===== src/rtl/core/swsr_pkg.sv =====
// ----------------------------------------------------------------------------
// swsr_pkg
// Shared types and constants for the single wire sensor reader.
// ----------------------------------------------------------------------------
package swsr_pkg;

  localparam int TIMEOUT_WIDTH  = 20;
  localparam int CFG_ADDR_WIDTH = 5;
  localparam int CFG_DATA_WIDTH = 32;
  localparam int IN_DATA_WIDTH  = 8;
  localparam int OUT_DATA_WIDTH = 16;

  // register indexes
  localparam logic [2:0] REG_START_LOW    = 3'd0;
  localparam logic [2:0] REG_START_HIGH   = 3'd1;
  localparam logic [2:0] REG_RESP_FIRST   = 3'd2;
  localparam logic [2:0] REG_RESP_SECOND  = 3'd3;
  localparam logic [2:0] REG_BIT_SAMPLE   = 3'd4;
  localparam logic [2:0] REG_LEVEL_TMO    = 3'd5;
  localparam logic [2:0] REG_BYTES_FRAME  = 3'd6;

  // register reset values
  localparam logic [15:0]              RST_START_LOW   = 16'd1000;
  localparam logic [7:0]               RST_START_HIGH  = 8'd20;
  localparam logic [7:0]               RST_RESP_FIRST  = 8'd40;
  localparam logic [7:0]               RST_RESP_SECOND = 8'd80;
  localparam logic [7:0]               RST_BIT_SAMPLE  = 8'd40;
  localparam logic [TIMEOUT_WIDTH-1:0] RST_LEVEL_TMO   = TIMEOUT_WIDTH'(100000);
  localparam logic [3:0]               RST_BYTES_FRAME = 4'd5;

  localparam logic [2:0] BITS_PER_BYTE_LAST = 3'd7;

  // line drive codes
  localparam logic [1:0] DRIVE_RELEASED = 2'd0;
  localparam logic [1:0] DRIVE_LOW      = 2'd1;
  localparam logic [1:0] DRIVE_HIGH     = 2'd2;

  // response codes
  localparam logic [1:0] RESP_HIGH_FIRST = 2'd0;
  localparam logic [1:0] RESP_LOW_HIGH   = 2'd1;
  localparam logic [1:0] RESP_STUCK_LOW  = 2'd2;

  typedef struct packed {
    logic [15:0]              start_low_ticks;
    logic [7:0]               start_high_ticks;
    logic [7:0]               response_first_ticks;
    logic [7:0]               response_second_ticks;
    logic [7:0]               bit_sample_ticks;
    logic [TIMEOUT_WIDTH-1:0] level_timeout_ticks;
    logic [3:0]               bytes_per_frame;
  } swsr_cfg_t;

  typedef struct packed {
    logic       busy_res;
    logic       error;
    logic       response_valid;
    logic [1:0] response_code;
    logic       last_byte;
    logic       byte_valid;
    logic [7:0] data_byte;
    logic [1:0] drive_mode;
  } swsr_result_t;

  function automatic logic [15:0] at_least_one(input logic [15:0] v);
    return (v == 16'd0) ? 16'd1 : v;
  endfunction

endpackage


===== src/rtl/core/swsr_cfg_regs.sv =====
// ----------------------------------------------------------------------------
// swsr_cfg_regs
// APB register bank holding the timing and frame settings.
// ----------------------------------------------------------------------------
module swsr_cfg_regs
  import swsr_pkg::*;
(
  input  logic                      clk,
  input  logic                      rst,
  input  logic                      psel,
  input  logic                      penable,
  input  logic                      pwrite,
  input  logic [CFG_ADDR_WIDTH-1:0] paddr,
  input  logic [CFG_DATA_WIDTH-1:0] pwdata,
  output logic [CFG_DATA_WIDTH-1:0] prdata,
  output logic                      pready,
  output swsr_cfg_t                 cfg
);

  logic [2:0] reg_index;
  logic       wr_en;

  assign reg_index = paddr[4:2];
  assign wr_en     = psel && penable && pwrite;
  assign pready    = 1'b1;

  always_ff @(posedge clk) begin
    if (rst) begin
      cfg.start_low_ticks       <= RST_START_LOW;
      cfg.start_high_ticks      <= RST_START_HIGH;
      cfg.response_first_ticks  <= RST_RESP_FIRST;
      cfg.response_second_ticks <= RST_RESP_SECOND;
      cfg.bit_sample_ticks      <= RST_BIT_SAMPLE;
      cfg.level_timeout_ticks   <= RST_LEVEL_TMO;
      cfg.bytes_per_frame       <= RST_BYTES_FRAME;
    end else if (wr_en) begin
      case (reg_index)
        REG_START_LOW:   cfg.start_low_ticks       <= pwdata[15:0];
        REG_START_HIGH:  cfg.start_high_ticks      <= pwdata[7:0];
        REG_RESP_FIRST:  cfg.response_first_ticks  <= pwdata[7:0];
        REG_RESP_SECOND: cfg.response_second_ticks <= pwdata[7:0];
        REG_BIT_SAMPLE:  cfg.bit_sample_ticks      <= pwdata[7:0];
        REG_LEVEL_TMO:   cfg.level_timeout_ticks   <= pwdata[TIMEOUT_WIDTH-1:0];
        REG_BYTES_FRAME: cfg.bytes_per_frame       <= pwdata[3:0];
        default: ;
      endcase
    end
  end

  always_comb begin
    case (reg_index)
      REG_START_LOW:   prdata = CFG_DATA_WIDTH'(cfg.start_low_ticks);
      REG_START_HIGH:  prdata = CFG_DATA_WIDTH'(cfg.start_high_ticks);
      REG_RESP_FIRST:  prdata = CFG_DATA_WIDTH'(cfg.response_first_ticks);
      REG_RESP_SECOND: prdata = CFG_DATA_WIDTH'(cfg.response_second_ticks);
      REG_BIT_SAMPLE:  prdata = CFG_DATA_WIDTH'(cfg.bit_sample_ticks);
      REG_LEVEL_TMO:   prdata = CFG_DATA_WIDTH'(cfg.level_timeout_ticks);
      REG_BYTES_FRAME: prdata = CFG_DATA_WIDTH'(cfg.bytes_per_frame);
      default:         prdata = '0;
    endcase
  end

endmodule


===== src/rtl/core/swsr_seq.sv =====
// ----------------------------------------------------------------------------
// swsr_seq
// Conversion sequencer: start pulse, response sampling, bit and byte capture,
// level timeouts. Advances one state step per accepted tick.
// ----------------------------------------------------------------------------
module swsr_seq
  import swsr_pkg::*;
(
  input  logic         clk,
  input  logic         rst,
  input  logic         advance,
  input  logic         line_level,
  input  logic         start_req,
  input  swsr_cfg_t    cfg,
  output swsr_result_t result
);

  typedef enum logic [8:0] {
    PH_IDLE     = 9'b000000001,
    PH_LOW      = 9'b000000010,
    PH_HIGH     = 9'b000000100,
    PH_RESP1    = 9'b000001000,
    PH_RESP2    = 9'b000010000,
    PH_RESP_END = 9'b000100000,
    PH_RISE     = 9'b001000000,
    PH_BIT      = 9'b010000000,
    PH_FALL     = 9'b100000000
  } phase_t;

  phase_t                   phase, phase_next;
  logic [15:0]              delay_count, delay_count_next;
  logic [TIMEOUT_WIDTH-1:0] wait_count, wait_count_next;
  logic [2:0]               bit_index, bit_index_next;
  logic [7:0]               shift_byte, shift_byte_next;
  logic [3:0]               bytes_done, bytes_done_next;
  logic [1:0]               response_held, response_held_next;

  logic [15:0]              delay_inc;
  logic [TIMEOUT_WIDTH-1:0] wait_inc;
  logic [TIMEOUT_WIDTH-1:0] timeout_target;
  logic                     wait_expired;
  logic [3:0]               bytes_inc;
  logic [3:0]               frame_target;
  logic [7:0]               data;
  logic                     bvalid, last, rvalid, err;

  assign delay_inc      = delay_count + 16'd1;
  assign wait_inc       = wait_count + TIMEOUT_WIDTH'(1);
  assign timeout_target = (cfg.level_timeout_ticks == '0) ? TIMEOUT_WIDTH'(1)
                                                          : cfg.level_timeout_ticks;
  assign wait_expired   = wait_inc >= timeout_target;
  assign bytes_inc      = bytes_done + 4'd1;
  assign frame_target   = (cfg.bytes_per_frame == 4'd0) ? 4'd1 : cfg.bytes_per_frame;

  always_comb begin
    phase_next         = phase;
    delay_count_next   = delay_count;
    wait_count_next    = wait_count;
    bit_index_next     = bit_index;
    shift_byte_next    = shift_byte;
    bytes_done_next    = bytes_done;
    response_held_next = response_held;
    data   = 8'd0;
    bvalid = 1'b0;
    last   = 1'b0;
    rvalid = 1'b0;
    err    = 1'b0;

    unique case (phase)
      PH_IDLE: begin
        if (start_req) begin
          phase_next         = PH_LOW;
          delay_count_next   = 16'd1;
          bit_index_next     = 3'd0;
          shift_byte_next    = 8'd0;
          bytes_done_next    = 4'd0;
          response_held_next = RESP_HIGH_FIRST;
        end
      end
      PH_LOW: begin
        if (delay_count >= at_least_one(cfg.start_low_ticks)) begin
          if (cfg.start_high_ticks != 8'd0) begin
            phase_next       = PH_HIGH;
            delay_count_next = 16'd1;
          end else begin
            phase_next       = PH_RESP1;
            delay_count_next = 16'd0;
          end
        end else begin
          delay_count_next = delay_inc;
        end
      end
      PH_HIGH: begin
        if (delay_count >= {8'd0, cfg.start_high_ticks}) begin
          phase_next       = PH_RESP1;
          delay_count_next = 16'd0;
        end else begin
          delay_count_next = delay_inc;
        end
      end
      PH_RESP1: begin
        delay_count_next = delay_inc;
        if (delay_inc >= at_least_one({8'd0, cfg.response_first_ticks})) begin
          if (line_level) begin
            response_held_next = RESP_HIGH_FIRST;
            rvalid             = 1'b1;
            phase_next         = PH_RESP_END;
            wait_count_next    = '0;
          end else begin
            phase_next       = PH_RESP2;
            delay_count_next = 16'd0;
          end
        end
      end
      PH_RESP2: begin
        delay_count_next = delay_inc;
        if (delay_inc >= at_least_one({8'd0, cfg.response_second_ticks})) begin
          response_held_next = line_level ? RESP_LOW_HIGH : RESP_STUCK_LOW;
          rvalid             = 1'b1;
          phase_next         = PH_RESP_END;
          wait_count_next    = '0;
        end
      end
      PH_RESP_END: begin
        if (!line_level) begin
          phase_next      = PH_RISE;
          wait_count_next = '0;
        end else begin
          wait_count_next = wait_inc;
          if (wait_expired) begin
            err        = 1'b1;
            phase_next = PH_IDLE;
          end
        end
      end
      PH_RISE: begin
        if (line_level) begin
          phase_next       = PH_BIT;
          delay_count_next = 16'd0;
        end else begin
          wait_count_next = wait_inc;
          if (wait_expired) begin
            err        = 1'b1;
            phase_next = PH_IDLE;
          end
        end
      end
      PH_BIT: begin
        delay_count_next = delay_inc;
        if (delay_inc >= at_least_one({8'd0, cfg.bit_sample_ticks})) begin
          shift_byte_next = {shift_byte[6:0], line_level};
          phase_next      = PH_FALL;
          wait_count_next = '0;
        end
      end
      PH_FALL: begin
        if (!line_level) begin
          wait_count_next = '0;
          if (bit_index == BITS_PER_BYTE_LAST) begin
            data            = shift_byte;
            bvalid          = 1'b1;
            bytes_done_next = bytes_inc;
            bit_index_next  = 3'd0;
            shift_byte_next = 8'd0;
            if (bytes_inc >= frame_target) begin
              last       = 1'b1;
              phase_next = PH_IDLE;
            end else begin
              phase_next = PH_RISE;
            end
          end else begin
            bit_index_next = bit_index + 3'd1;
            phase_next     = PH_RISE;
          end
        end else begin
          wait_count_next = wait_inc;
          if (wait_expired) begin
            err        = 1'b1;
            phase_next = PH_IDLE;
          end
        end
      end
      default: phase_next = PH_IDLE;
    endcase
  end

  always_ff @(posedge clk) begin
    if (rst) begin
      phase         <= PH_IDLE;
      delay_count   <= 16'd0;
      wait_count    <= '0;
      bit_index     <= 3'd0;
      shift_byte    <= 8'd0;
      bytes_done    <= 4'd0;
      response_held <= RESP_HIGH_FIRST;
    end else if (advance) begin
      phase         <= phase_next;
      delay_count   <= delay_count_next;
      wait_count    <= wait_count_next;
      bit_index     <= bit_index_next;
      shift_byte    <= shift_byte_next;
      bytes_done    <= bytes_done_next;
      response_held <= response_held_next;
    end
  end

  always_comb begin
    result.drive_mode     = (phase_next == PH_LOW)  ? DRIVE_LOW :
                            (phase_next == PH_HIGH) ? DRIVE_HIGH : DRIVE_RELEASED;
    result.data_byte      = data;
    result.byte_valid     = bvalid;
    result.last_byte      = last;
    result.response_code  = response_held_next;
    result.response_valid = rvalid;
    result.error          = err;
    result.busy_res       = (phase_next != PH_IDLE);
  end

endmodule


===== src/rtl/core/single_wire_sensor_reader_unit.sv =====
// output: a result leaves on m_tdata the cycle after its tick request is taken
// throughput: one tick request per cycle unless a result waits on m_tready;
// sequencer state steps once per tick; the result register decouples output
// reset: synchronous, active high; sequencer idle, counters clear, registers at
// their default timing values, no result pending
// ----------------------------------------------------------------------------
// single_wire_sensor_reader_unit
// Single wire sensor line reader: start pulse, response code and data bytes.
// ----------------------------------------------------------------------------
module single_wire_sensor_reader_unit
  import swsr_pkg::*;
(
  input  logic                      clk,
  input  logic                      rst,
  // apb configuration
  input  logic                      psel,
  input  logic                      penable,
  input  logic                      pwrite,
  input  logic [CFG_ADDR_WIDTH-1:0] paddr,
  input  logic [CFG_DATA_WIDTH-1:0] pwdata,
  output logic [CFG_DATA_WIDTH-1:0] prdata,
  output logic                      pready,
  // tick requests
  input  logic                      s_tvalid,
  output logic                      s_tready,
  input  logic [IN_DATA_WIDTH-1:0]  s_tdata,  // line_level, start_req, zero fill
  // results
  output logic                      m_tvalid,
  input  logic                      m_tready,
  // drive_mode[1:0], data_byte[9:2], byte_valid, response_code[12:11],
  // response_valid, error, busy_res
  output logic [OUT_DATA_WIDTH-1:0] m_tdata,
  output logic                      m_tlast   // last_byte
);

  swsr_cfg_t    cfg;
  swsr_result_t result;
  swsr_result_t out_q;
  logic         accept;

  assign s_tready = !m_tvalid || m_tready;
  assign accept   = s_tvalid && s_tready;

  swsr_cfg_regs u_regs (
    .clk     (clk),
    .rst     (rst),
    .psel    (psel),
    .penable (penable),
    .pwrite  (pwrite),
    .paddr   (paddr),
    .pwdata  (pwdata),
    .prdata  (prdata),
    .pready  (pready),
    .cfg     (cfg)
  );

  swsr_seq u_seq (
    .clk        (clk),
    .rst        (rst),
    .advance    (accept),
    .line_level (s_tdata[0]),
    .start_req  (s_tdata[1]),
    .cfg        (cfg),
    .result     (result)
  );

  always_ff @(posedge clk) begin
    if (rst) begin
      m_tvalid <= 1'b0;
    end else if (s_tready) begin
      m_tvalid <= s_tvalid;
    end
  end

  always_ff @(posedge clk) begin
    if (accept) begin
      out_q <= result;
    end
  end

  assign m_tdata = {out_q.busy_res, out_q.error, out_q.response_valid,
                    out_q.response_code, out_q.byte_valid, out_q.data_byte,
                    out_q.drive_mode};
  assign m_tlast = out_q.last_byte;

  a_err_no_byte: assert property (@(posedge clk) disable iff (rst)
    m_tvalid |-> !(out_q.error && (out_q.byte_valid || out_q.response_valid)))
    else $error("error reported together with data");

  a_last_ends_frame: assert property (@(posedge clk) disable iff (rst)
    (m_tvalid && out_q.last_byte) |-> (out_q.byte_valid && !out_q.busy_res))
    else $error("last byte without end of frame");

  a_error_idles: assert property (@(posedge clk) disable iff (rst)
    (m_tvalid && out_q.error) |-> (!out_q.busy_res &&
                                   out_q.drive_mode == DRIVE_RELEASED))
    else $error("error while still busy");

  a_drive_code: assert property (@(posedge clk) disable iff (rst)
    m_tvalid |-> (out_q.drive_mode == DRIVE_RELEASED ||
                  out_q.drive_mode == DRIVE_LOW || out_q.drive_mode == DRIVE_HIGH))
    else $error("bad drive code");

endmodule

===== config.mk =====
export PLATFORM = sky130hd
export DESIGN_NAME = single_wire_sensor_reader_unit
export DESIGN_NICKNAME = d
export VERILOG_FILES = /design/src/rtl/core/swsr_pkg.sv /design/src/rtl/core/swsr_cfg_regs.sv /design/src/rtl/core/swsr_seq.sv /design/src/rtl/core/single_wire_sensor_reader_unit.sv
export SDC_FILE = /design/constraint.sdc
export NUM_CORES = 1
export LEC_CHECK = 0
export BUFFER_PORTS_ARGS = -buffer_cell sky130_fd_sc_hd__buf_2
export CAP_MARGIN = 10
export CORE_MARGIN = 1
export CORE_UTILIZATION = 24
export CTS_BUF_LIST = sky130_fd_sc_hd__clkbuf_16
export CTS_CLUSTER_SIZE = 28
export DETAILED_ROUTE_END_ITERATION = 10
export MAX_ROUTING_LAYER = met4
export PLACE_DENSITY = 0.46
export SYNTH_ARGS = -nofsm -noshare
export SYNTH_HDL_FRONTEND = slang
export SYNTH_SLANG_ARGS = --single-unit

===== constraint.sdc =====
create_clock -name clk -period 4.3 [get_ports clk]
set_clock_uncertainty 0.15 [all_clocks]
set_input_delay 0.86 -clock clk [delete_from_list [all_inputs] [get_ports clk]]
set_output_delay 0.86 -clock clk [all_outputs]
set_load 0.02 [all_outputs]

== After elaboration in Yosys (flattened, before gate mapping) ==
Index checks and enable logic that the tools add are counted.

* Multiplexer cells: 67
* Bitwise logic cells: 2
* Reductions and logical operators: 33
* Equal/unequal tests: 28
* Order comparisons: 7
* Add/sub/neg operators: 4

{| class="wikitable"
|+ Operators by type and width
! kind !! count
|-
| $mux 20 || 7
|-
| $pmux 20 s7 || 1
|-
| $mux 16 || 7
|-
| $pmux 20 s5 || 1
|-
| $pmux 16 s6 || 1
|-
| $mux 9 || 10
|-
| $pmux 9 s9 || 1
|-
| $ge 16x16->1 || 4
|-
| $mux 8 || 7
|-
| $logic_not 8->1 || 3
|-
| $pmux 8 s3 || 1
|-
| $add 20x1->20 const B || 1
|-
| $ge 20x20->1 || 1
|-
| $logic_not 20->1 || 1
|-
| $mux 4 || 5
|-
| $eq 9x2->1 const B || 2
|-
| $eq 9x3->1 const B || 2
|-
| $add 16x1->16 const B || 1
|-
| $ge 16x8->1 || 1
|-
| $logic_not 16->1 || 1
|-
| $mux 7 || 2
|-
| $reduce_and 2->1 || 7
|-
| $eq 3x3->1 const B || 4
|-
| $mux 2 || 6
|-
| 39 further kinds || 64
|}

* Input bits: 52
* Register bits after elaboration: 152

== Logic depth before layout (Yosys ltp) ==
* Depth after elaboration: 9
* Depth in mapped cells: 17
* Mapped depth without buffers: 15

== Hierarchy ==
From an unflattened synthesis, not the netlist that was laid out.

* Cell total of the unflattened synthesis: 1,237
* Area, all modules: 10,118.5 µm²

{| class="wikitable"
|+ By module, submodules not included
! module !! seq. area each (µm²) !! area each (µm²) !! cells each !! times used
|-
| swsr_seq || 1,241.2 || 5,945.7 || 803 || 1
|-
| swsr_cfg_regs || 1,441.4 || 3,607.2 || 412 || 1
|-
| single_wire_sensor_reader_unit || 530.5 || 565.5 || 22 || 1
|}

== Least setup slack after synthesis ==
OpenSTA, ideal clock, no wires.

* Path kind: reg-to-reg
* Start point: register u_seq.wait_count[0]
* End point: register u_seq.phase[5]
* Stages on the path, launching flop included: 17
* Arrival: 3.903 ns
* Required time: 4.033 ns
* Setup time: 0.117 ns
* Slack: 0.130 ns
* Cell sequence: dfxtp_1 ha_1 and3_1 buf_6 nand2_2 or3_4 or4b_1 buf_2 nor2_1 xor2_1 ha_1 nand4_1 or3_1 o21ai_0 o211ai_1 or3_1 a32o_1

* Word-level cells in the longest chain between the ends: 5
* Elaborated cells on any way between the ends: 7

{| class="wikitable"
|+ RTL lines
! element !! RTL line !! text
|-
| start: declaration || swsr_seq.sv:32 || <nowiki>logic [TIMEOUT_WIDTH-1:0] wait_count, wait_count_next;</nowiki>
|-
| start signal: assignment || swsr_seq.sv:199 || <nowiki>wait_count <= wait_count_next;</nowiki>
|-
| $add 20x1->20 (*) || swsr_seq.sv:48 || <nowiki>assign wait_inc = wait_count + TIMEOUT_WIDTH'(1);</nowiki>
|-
| $ge 20x20->1 (*) || swsr_seq.sv:51 || <nowiki>assign wait_expired = wait_inc >= timeout_target;</nowiki>
|-
| $mux 9 (*) || swsr_seq.sv:130, swsr_seq.sv:142, swsr_seq.sv:177 ||
|-
| $mux 9 (on tied branches) || swsr_seq.sv:157, swsr_seq.sv:125, swsr_seq.sv:137 ||
|-
| $pmux 9 s9 (*) || swsr_seq.sv:69 || <nowiki>unique case (phase)</nowiki>
|-
| end signal: assignment || swsr_seq.sv:197 || <nowiki>phase <= phase_next;</nowiki>
|-
| end: declaration || swsr_seq.sv:30 || <nowiki>phase_t phase, phase_next;</nowiki>
|}

Mark *: on every way between the ends. The rest lies on a longest branch, timed or not.
A chain may end at the register's enable or synchronous reset.

== Worst setup path after layout ==
* Start point: register u_seq.wait_count[1]
* End point: register u_seq.phase[5]

The elaborated chain is that of the path after synthesis.

==> flow_summary.yaml <==
run_status:
  status: "complete, no violations"
sta:
  fin_worst_hold_slack_ps: 301
  rsz0062_at_grt: "false"
  hold_violations_final: 0
  maxSlewViolCount: 0
  maximum_clock_frequency_mhz: 245
  worst-slew-pin-transition_ps: 979
  timing.slew.headroom_pct: 34.5
  min_period_ps: 4090
  layout_worst_path_cycle_share_pct: 95.1
  setup_total_negative_slack_ps: 0
  setup_viol: 0
synth:
  synth_top_area_share_pct: 28.1
  synth_edf_count: 17
  synthXorXnorAreaFrac_pct: 3.10
  seq_area_frac_synth_pct: 33.4
  yosys.cell_types.count: 67
  largest_family_of_logic_cells_by_synthesized_area: "simple AND/OR/NAND/NOR gates"
  synth_compound_area_share_pct: 17.6
  yosys.area_share.simple_pct: 22.6
  synthFlopType: "sky130_fd_sc_hd__dfxtp_1"
  synth_area_mm2: 0.00962
  cell_types_with_the_largest_area_share_after_synthesis: "sky130_fd_sc_hd__dfxtp_1 28%, sky130_fd_sc_hd__ha_1 10%, sky130_fd_sc_hd__nand2_1 6.1%, sky130_fd_sc_hd__edfxtp_1 5.3%, sky130_fd_sc_hd__a21oi_1 4.2%"
  ffs_latches_synth: 152
  area_leader_netlist: "sky130_fd_sc_hd__dfxtp_1"
  cells_after_synth: 1195
  number_of_warnings_issued_by_yosys: 0
  synth_mux_area_share_pct: 6.17
  syn_avg_cell_area_um2: 8.05
  share_of_flip_flops_with_an_asynchronous_set_or_reset_pct: 0
  yosys.area_share.adder_pct: 10.0
finish:
  number_of_inserted_diodes: 0
  design_area_mm2: 0.0112
  final_layout_size_suffix_gt1_share_pct: 13.1
  final_core_utilization_pct: 28.7
  seq_area_mm2: 0.00321
  fin_nets: 1388
  multi_input_comb_area_mm2: 0.00578
  layout.filler_cells: 4291
  p_r_area_growth_vs_syn_pct: 16.5
drt:
  first_drt_iteration_drcs: 663
  vias: 8890
  detail_route.first_pass.iterations: 6
  postRouteWirelength_um: 31600
  route.detailed.vias_per_inst: 4.97
  antenna_violating_nets_post_route: 0
  detail_route.wl_per_cell_um: 17.6
  drc_errors: 0
floorplan:
  die_width_um: 202
  placement_rows: 72
  die_height_um: 202
  ios: 104
  floorplan.die_area_mm2: 0.0409
  start_util_pct: 24.6
  floorplan_core_area_mm2: 0.0391
clock_network:
  cts-root-buf: "sky130_fd_sc_hd__clkbuf_16"
  cts_tree: "done"
  worst_skew_pair_later_pin_latency_ps: 440
  postCtsSetupBuffers: 0
  ctsLongestPathBuffers: 2
  clock_sinks: 152
  cts.htree.levels: 4
  cts_buffers: 17
  post_cts_hold_buffer_count: 0
  clkSlewWorstSetupHoldPaths_ps: 70
  cts.repair.resized: 0
power:
  power.density_cell_area_mw_per_mm2: 298
  power.leakage_nw: 4.50
  irDropWorstVdd_v: 0.000256
global_routing:
  vias_in_the_first_global_route: 8345
  globalRouteTotalUtil_pct: 16.1
  grt_pass1_wl_um: 49500
  grt_antenna_before_repair: 0
  gr_overflow_total: 0
  grt_max_degree: 66
placed_design:
  post-dp-hpwl_um: 24000
  gp_congestion: 0.892
  place.port_buffers: 70
  detailed_place.area_mm2: 0.0106
critical_path:
  critPathRequiredTime_ps: 4480
  worst_flop_to_flop_path_startpoint: "u_seq.wait_count[1]$_SDFFE_PP0P_"
  worstSetupPathType: "register to register"
  worst-path-max-fanout: 4
  reg2reg_slack_ps: 210
  timing.critical_path.from_type: "register"
  critPathLaunch: "u_seq.wait_count[1]$_SDFFE_PP0P_"
  worstSetupEndpointType: "register"
  worst_ep_arrival_time_ps: 4270
hold_path:
  hold_path_class: "register to register"
  hold_path.startpoint: "u_seq.shift_byte[7]$_SDFFE_PP0P_"
flow_run:
  maxCapViolations: 0
cells in the final DEF, fill, tap and decap left out, types with 19 or more instances in the layout:
master	n
sky130_fd_sc_hd__a21oi_1	80
sky130_fd_sc_hd__buf_2	69
sky130_fd_sc_hd__buf_4	38
sky130_fd_sc_hd__dfxtp_1	135
sky130_fd_sc_hd__ha_1	77
sky130_fd_sc_hd__inv_1	90
sky130_fd_sc_hd__mux2i_1	39
sky130_fd_sc_hd__nand2_1	157
sky130_fd_sc_hd__nand3_1	46
sky130_fd_sc_hd__nand4_1	21
sky130_fd_sc_hd__nor2_1	97
sky130_fd_sc_hd__nor3_1	30
sky130_fd_sc_hd__nor4_1	20
sky130_fd_sc_hd__o211ai_1	27
sky130_fd_sc_hd__o21ai_0	44
sky130_fd_sc_hd__xnor2_1	19
cells by family (layout without fill, tap and decap cells):
logic type | after synthesis | count (layout)
xor+xnor | 34 | 34
buf+inv | 163 | 229
other cells | 2 | 13
flops | 152 | 152
mux | 50 | 50
fa+ha+maj | 77 | 77
simple gates | 458 | 458
compound gates | 259 | 259
synth_stat cells (20+ instances only):
cell type                    n
sky130_fd_sc_hd__nor4_1     20
sky130_fd_sc_hd__nand3_1    46
sky130_fd_sc_hd__o211ai_1   27
sky130_fd_sc_hd__ha_1       77
sky130_fd_sc_hd__mux2i_1    39
sky130_fd_sc_hd__inv_1      90
sky130_fd_sc_hd__nand4_1    21
sky130_fd_sc_hd__nor2_1     98
sky130_fd_sc_hd__nor3_1     31
sky130_fd_sc_hd__clkbuf_1   52
sky130_fd_sc_hd__a21oi_1    80
sky130_fd_sc_hd__dfxtp_1   135
sky130_fd_sc_hd__o21ai_0    44
sky130_fd_sc_hd__nand2_1   157
power breakdown:
group          internal (W)  switching [W]  leakage [nW]
Sequential          0.00145      0.0000171          1.26
Clock              0.000870       0.000696         0.280
Combinational     0.0000897       0.000212          2.96
worst paths after layout:
| kind | cells past startpoint | end |
|---|---|---|
| max | 15 | u_seq.phase[5]$_SDFFE_PP0P_ |
| min | 2 | u_seq.shift_byte[7]$_SDFFE_PP0P_ |
| max reg2reg | 15 | u_seq.phase[5]$_SDFFE_PP0P_ |
| min reg2reg | 2 | u_seq.shift_byte[7]$_SDFFE_PP0P_ |
area by class of cell:
cell class	instances	area share (%)
timing repair buffer	107	5.63
clock inverter	15	1.50
tap	518	5.78
sequential	152	28.7
multi-input combinational	891	51.6
inverter	90	3.01
clock buffer	17	3.80
critical path, stage by stage (launching register included):
cell                       delay, ps
sky130_fd_sc_hd__dfxtp_1         330
sky130_fd_sc_hd__ha_1            170
sky130_fd_sc_hd__and3_1          190
sky130_fd_sc_hd__nand2_2          70
sky130_fd_sc_hd__or3_4           380
sky130_fd_sc_hd__or4b_1          550
sky130_fd_sc_hd__buf_4           170
sky130_fd_sc_hd__xnor2_1         120
sky130_fd_sc_hd__ha_1            280
sky130_fd_sc_hd__nand4_1         110
sky130_fd_sc_hd__or3_1           410
sky130_fd_sc_hd__o21ai_0         160
sky130_fd_sc_hd__buf_4           160
sky130_fd_sc_hd__o211ai_1        120
sky130_fd_sc_hd__or3_1           350
sky130_fd_sc_hd__a32o_1          260
per-layer routing:
layer	track usage [%]	share of wire (%)	vias up
li1	-	-	4370
met1	23.2	50	4261
met2	23.5	44	232
met3	1.93	5.0	27
met4	4.56	1.5	0
met5	-	0	-
through the flow:
stage | cells | total power, W | setup slack [ps]
after floorplan | 1206 | 0.00169 | 130
after global placement | 1758 | 0.00180 | 202
after detailed placement | 1758 | 0.00180 | 197
after CTS | 1790 | 0.00336 | 179
after global routing | 1790 | 0.00345 | 10.2
final | 1790 | 0.00334 | 213
state kept, by name, summed over array words and instances, names as in the netlist:
register	count
u_seq.shift_byte	8
u_seq.bytes_done	4
u_seq.delay_count	16
u_seq.wait_count	20
u_seq.bit_index	3
m_tvalid	1
m_tlast	1
u_regs.cfg	72
m_tdata	16
u_seq.phase	9
u_seq.response_held	2
Note: power is estimated with default switching activity, not from simulation.
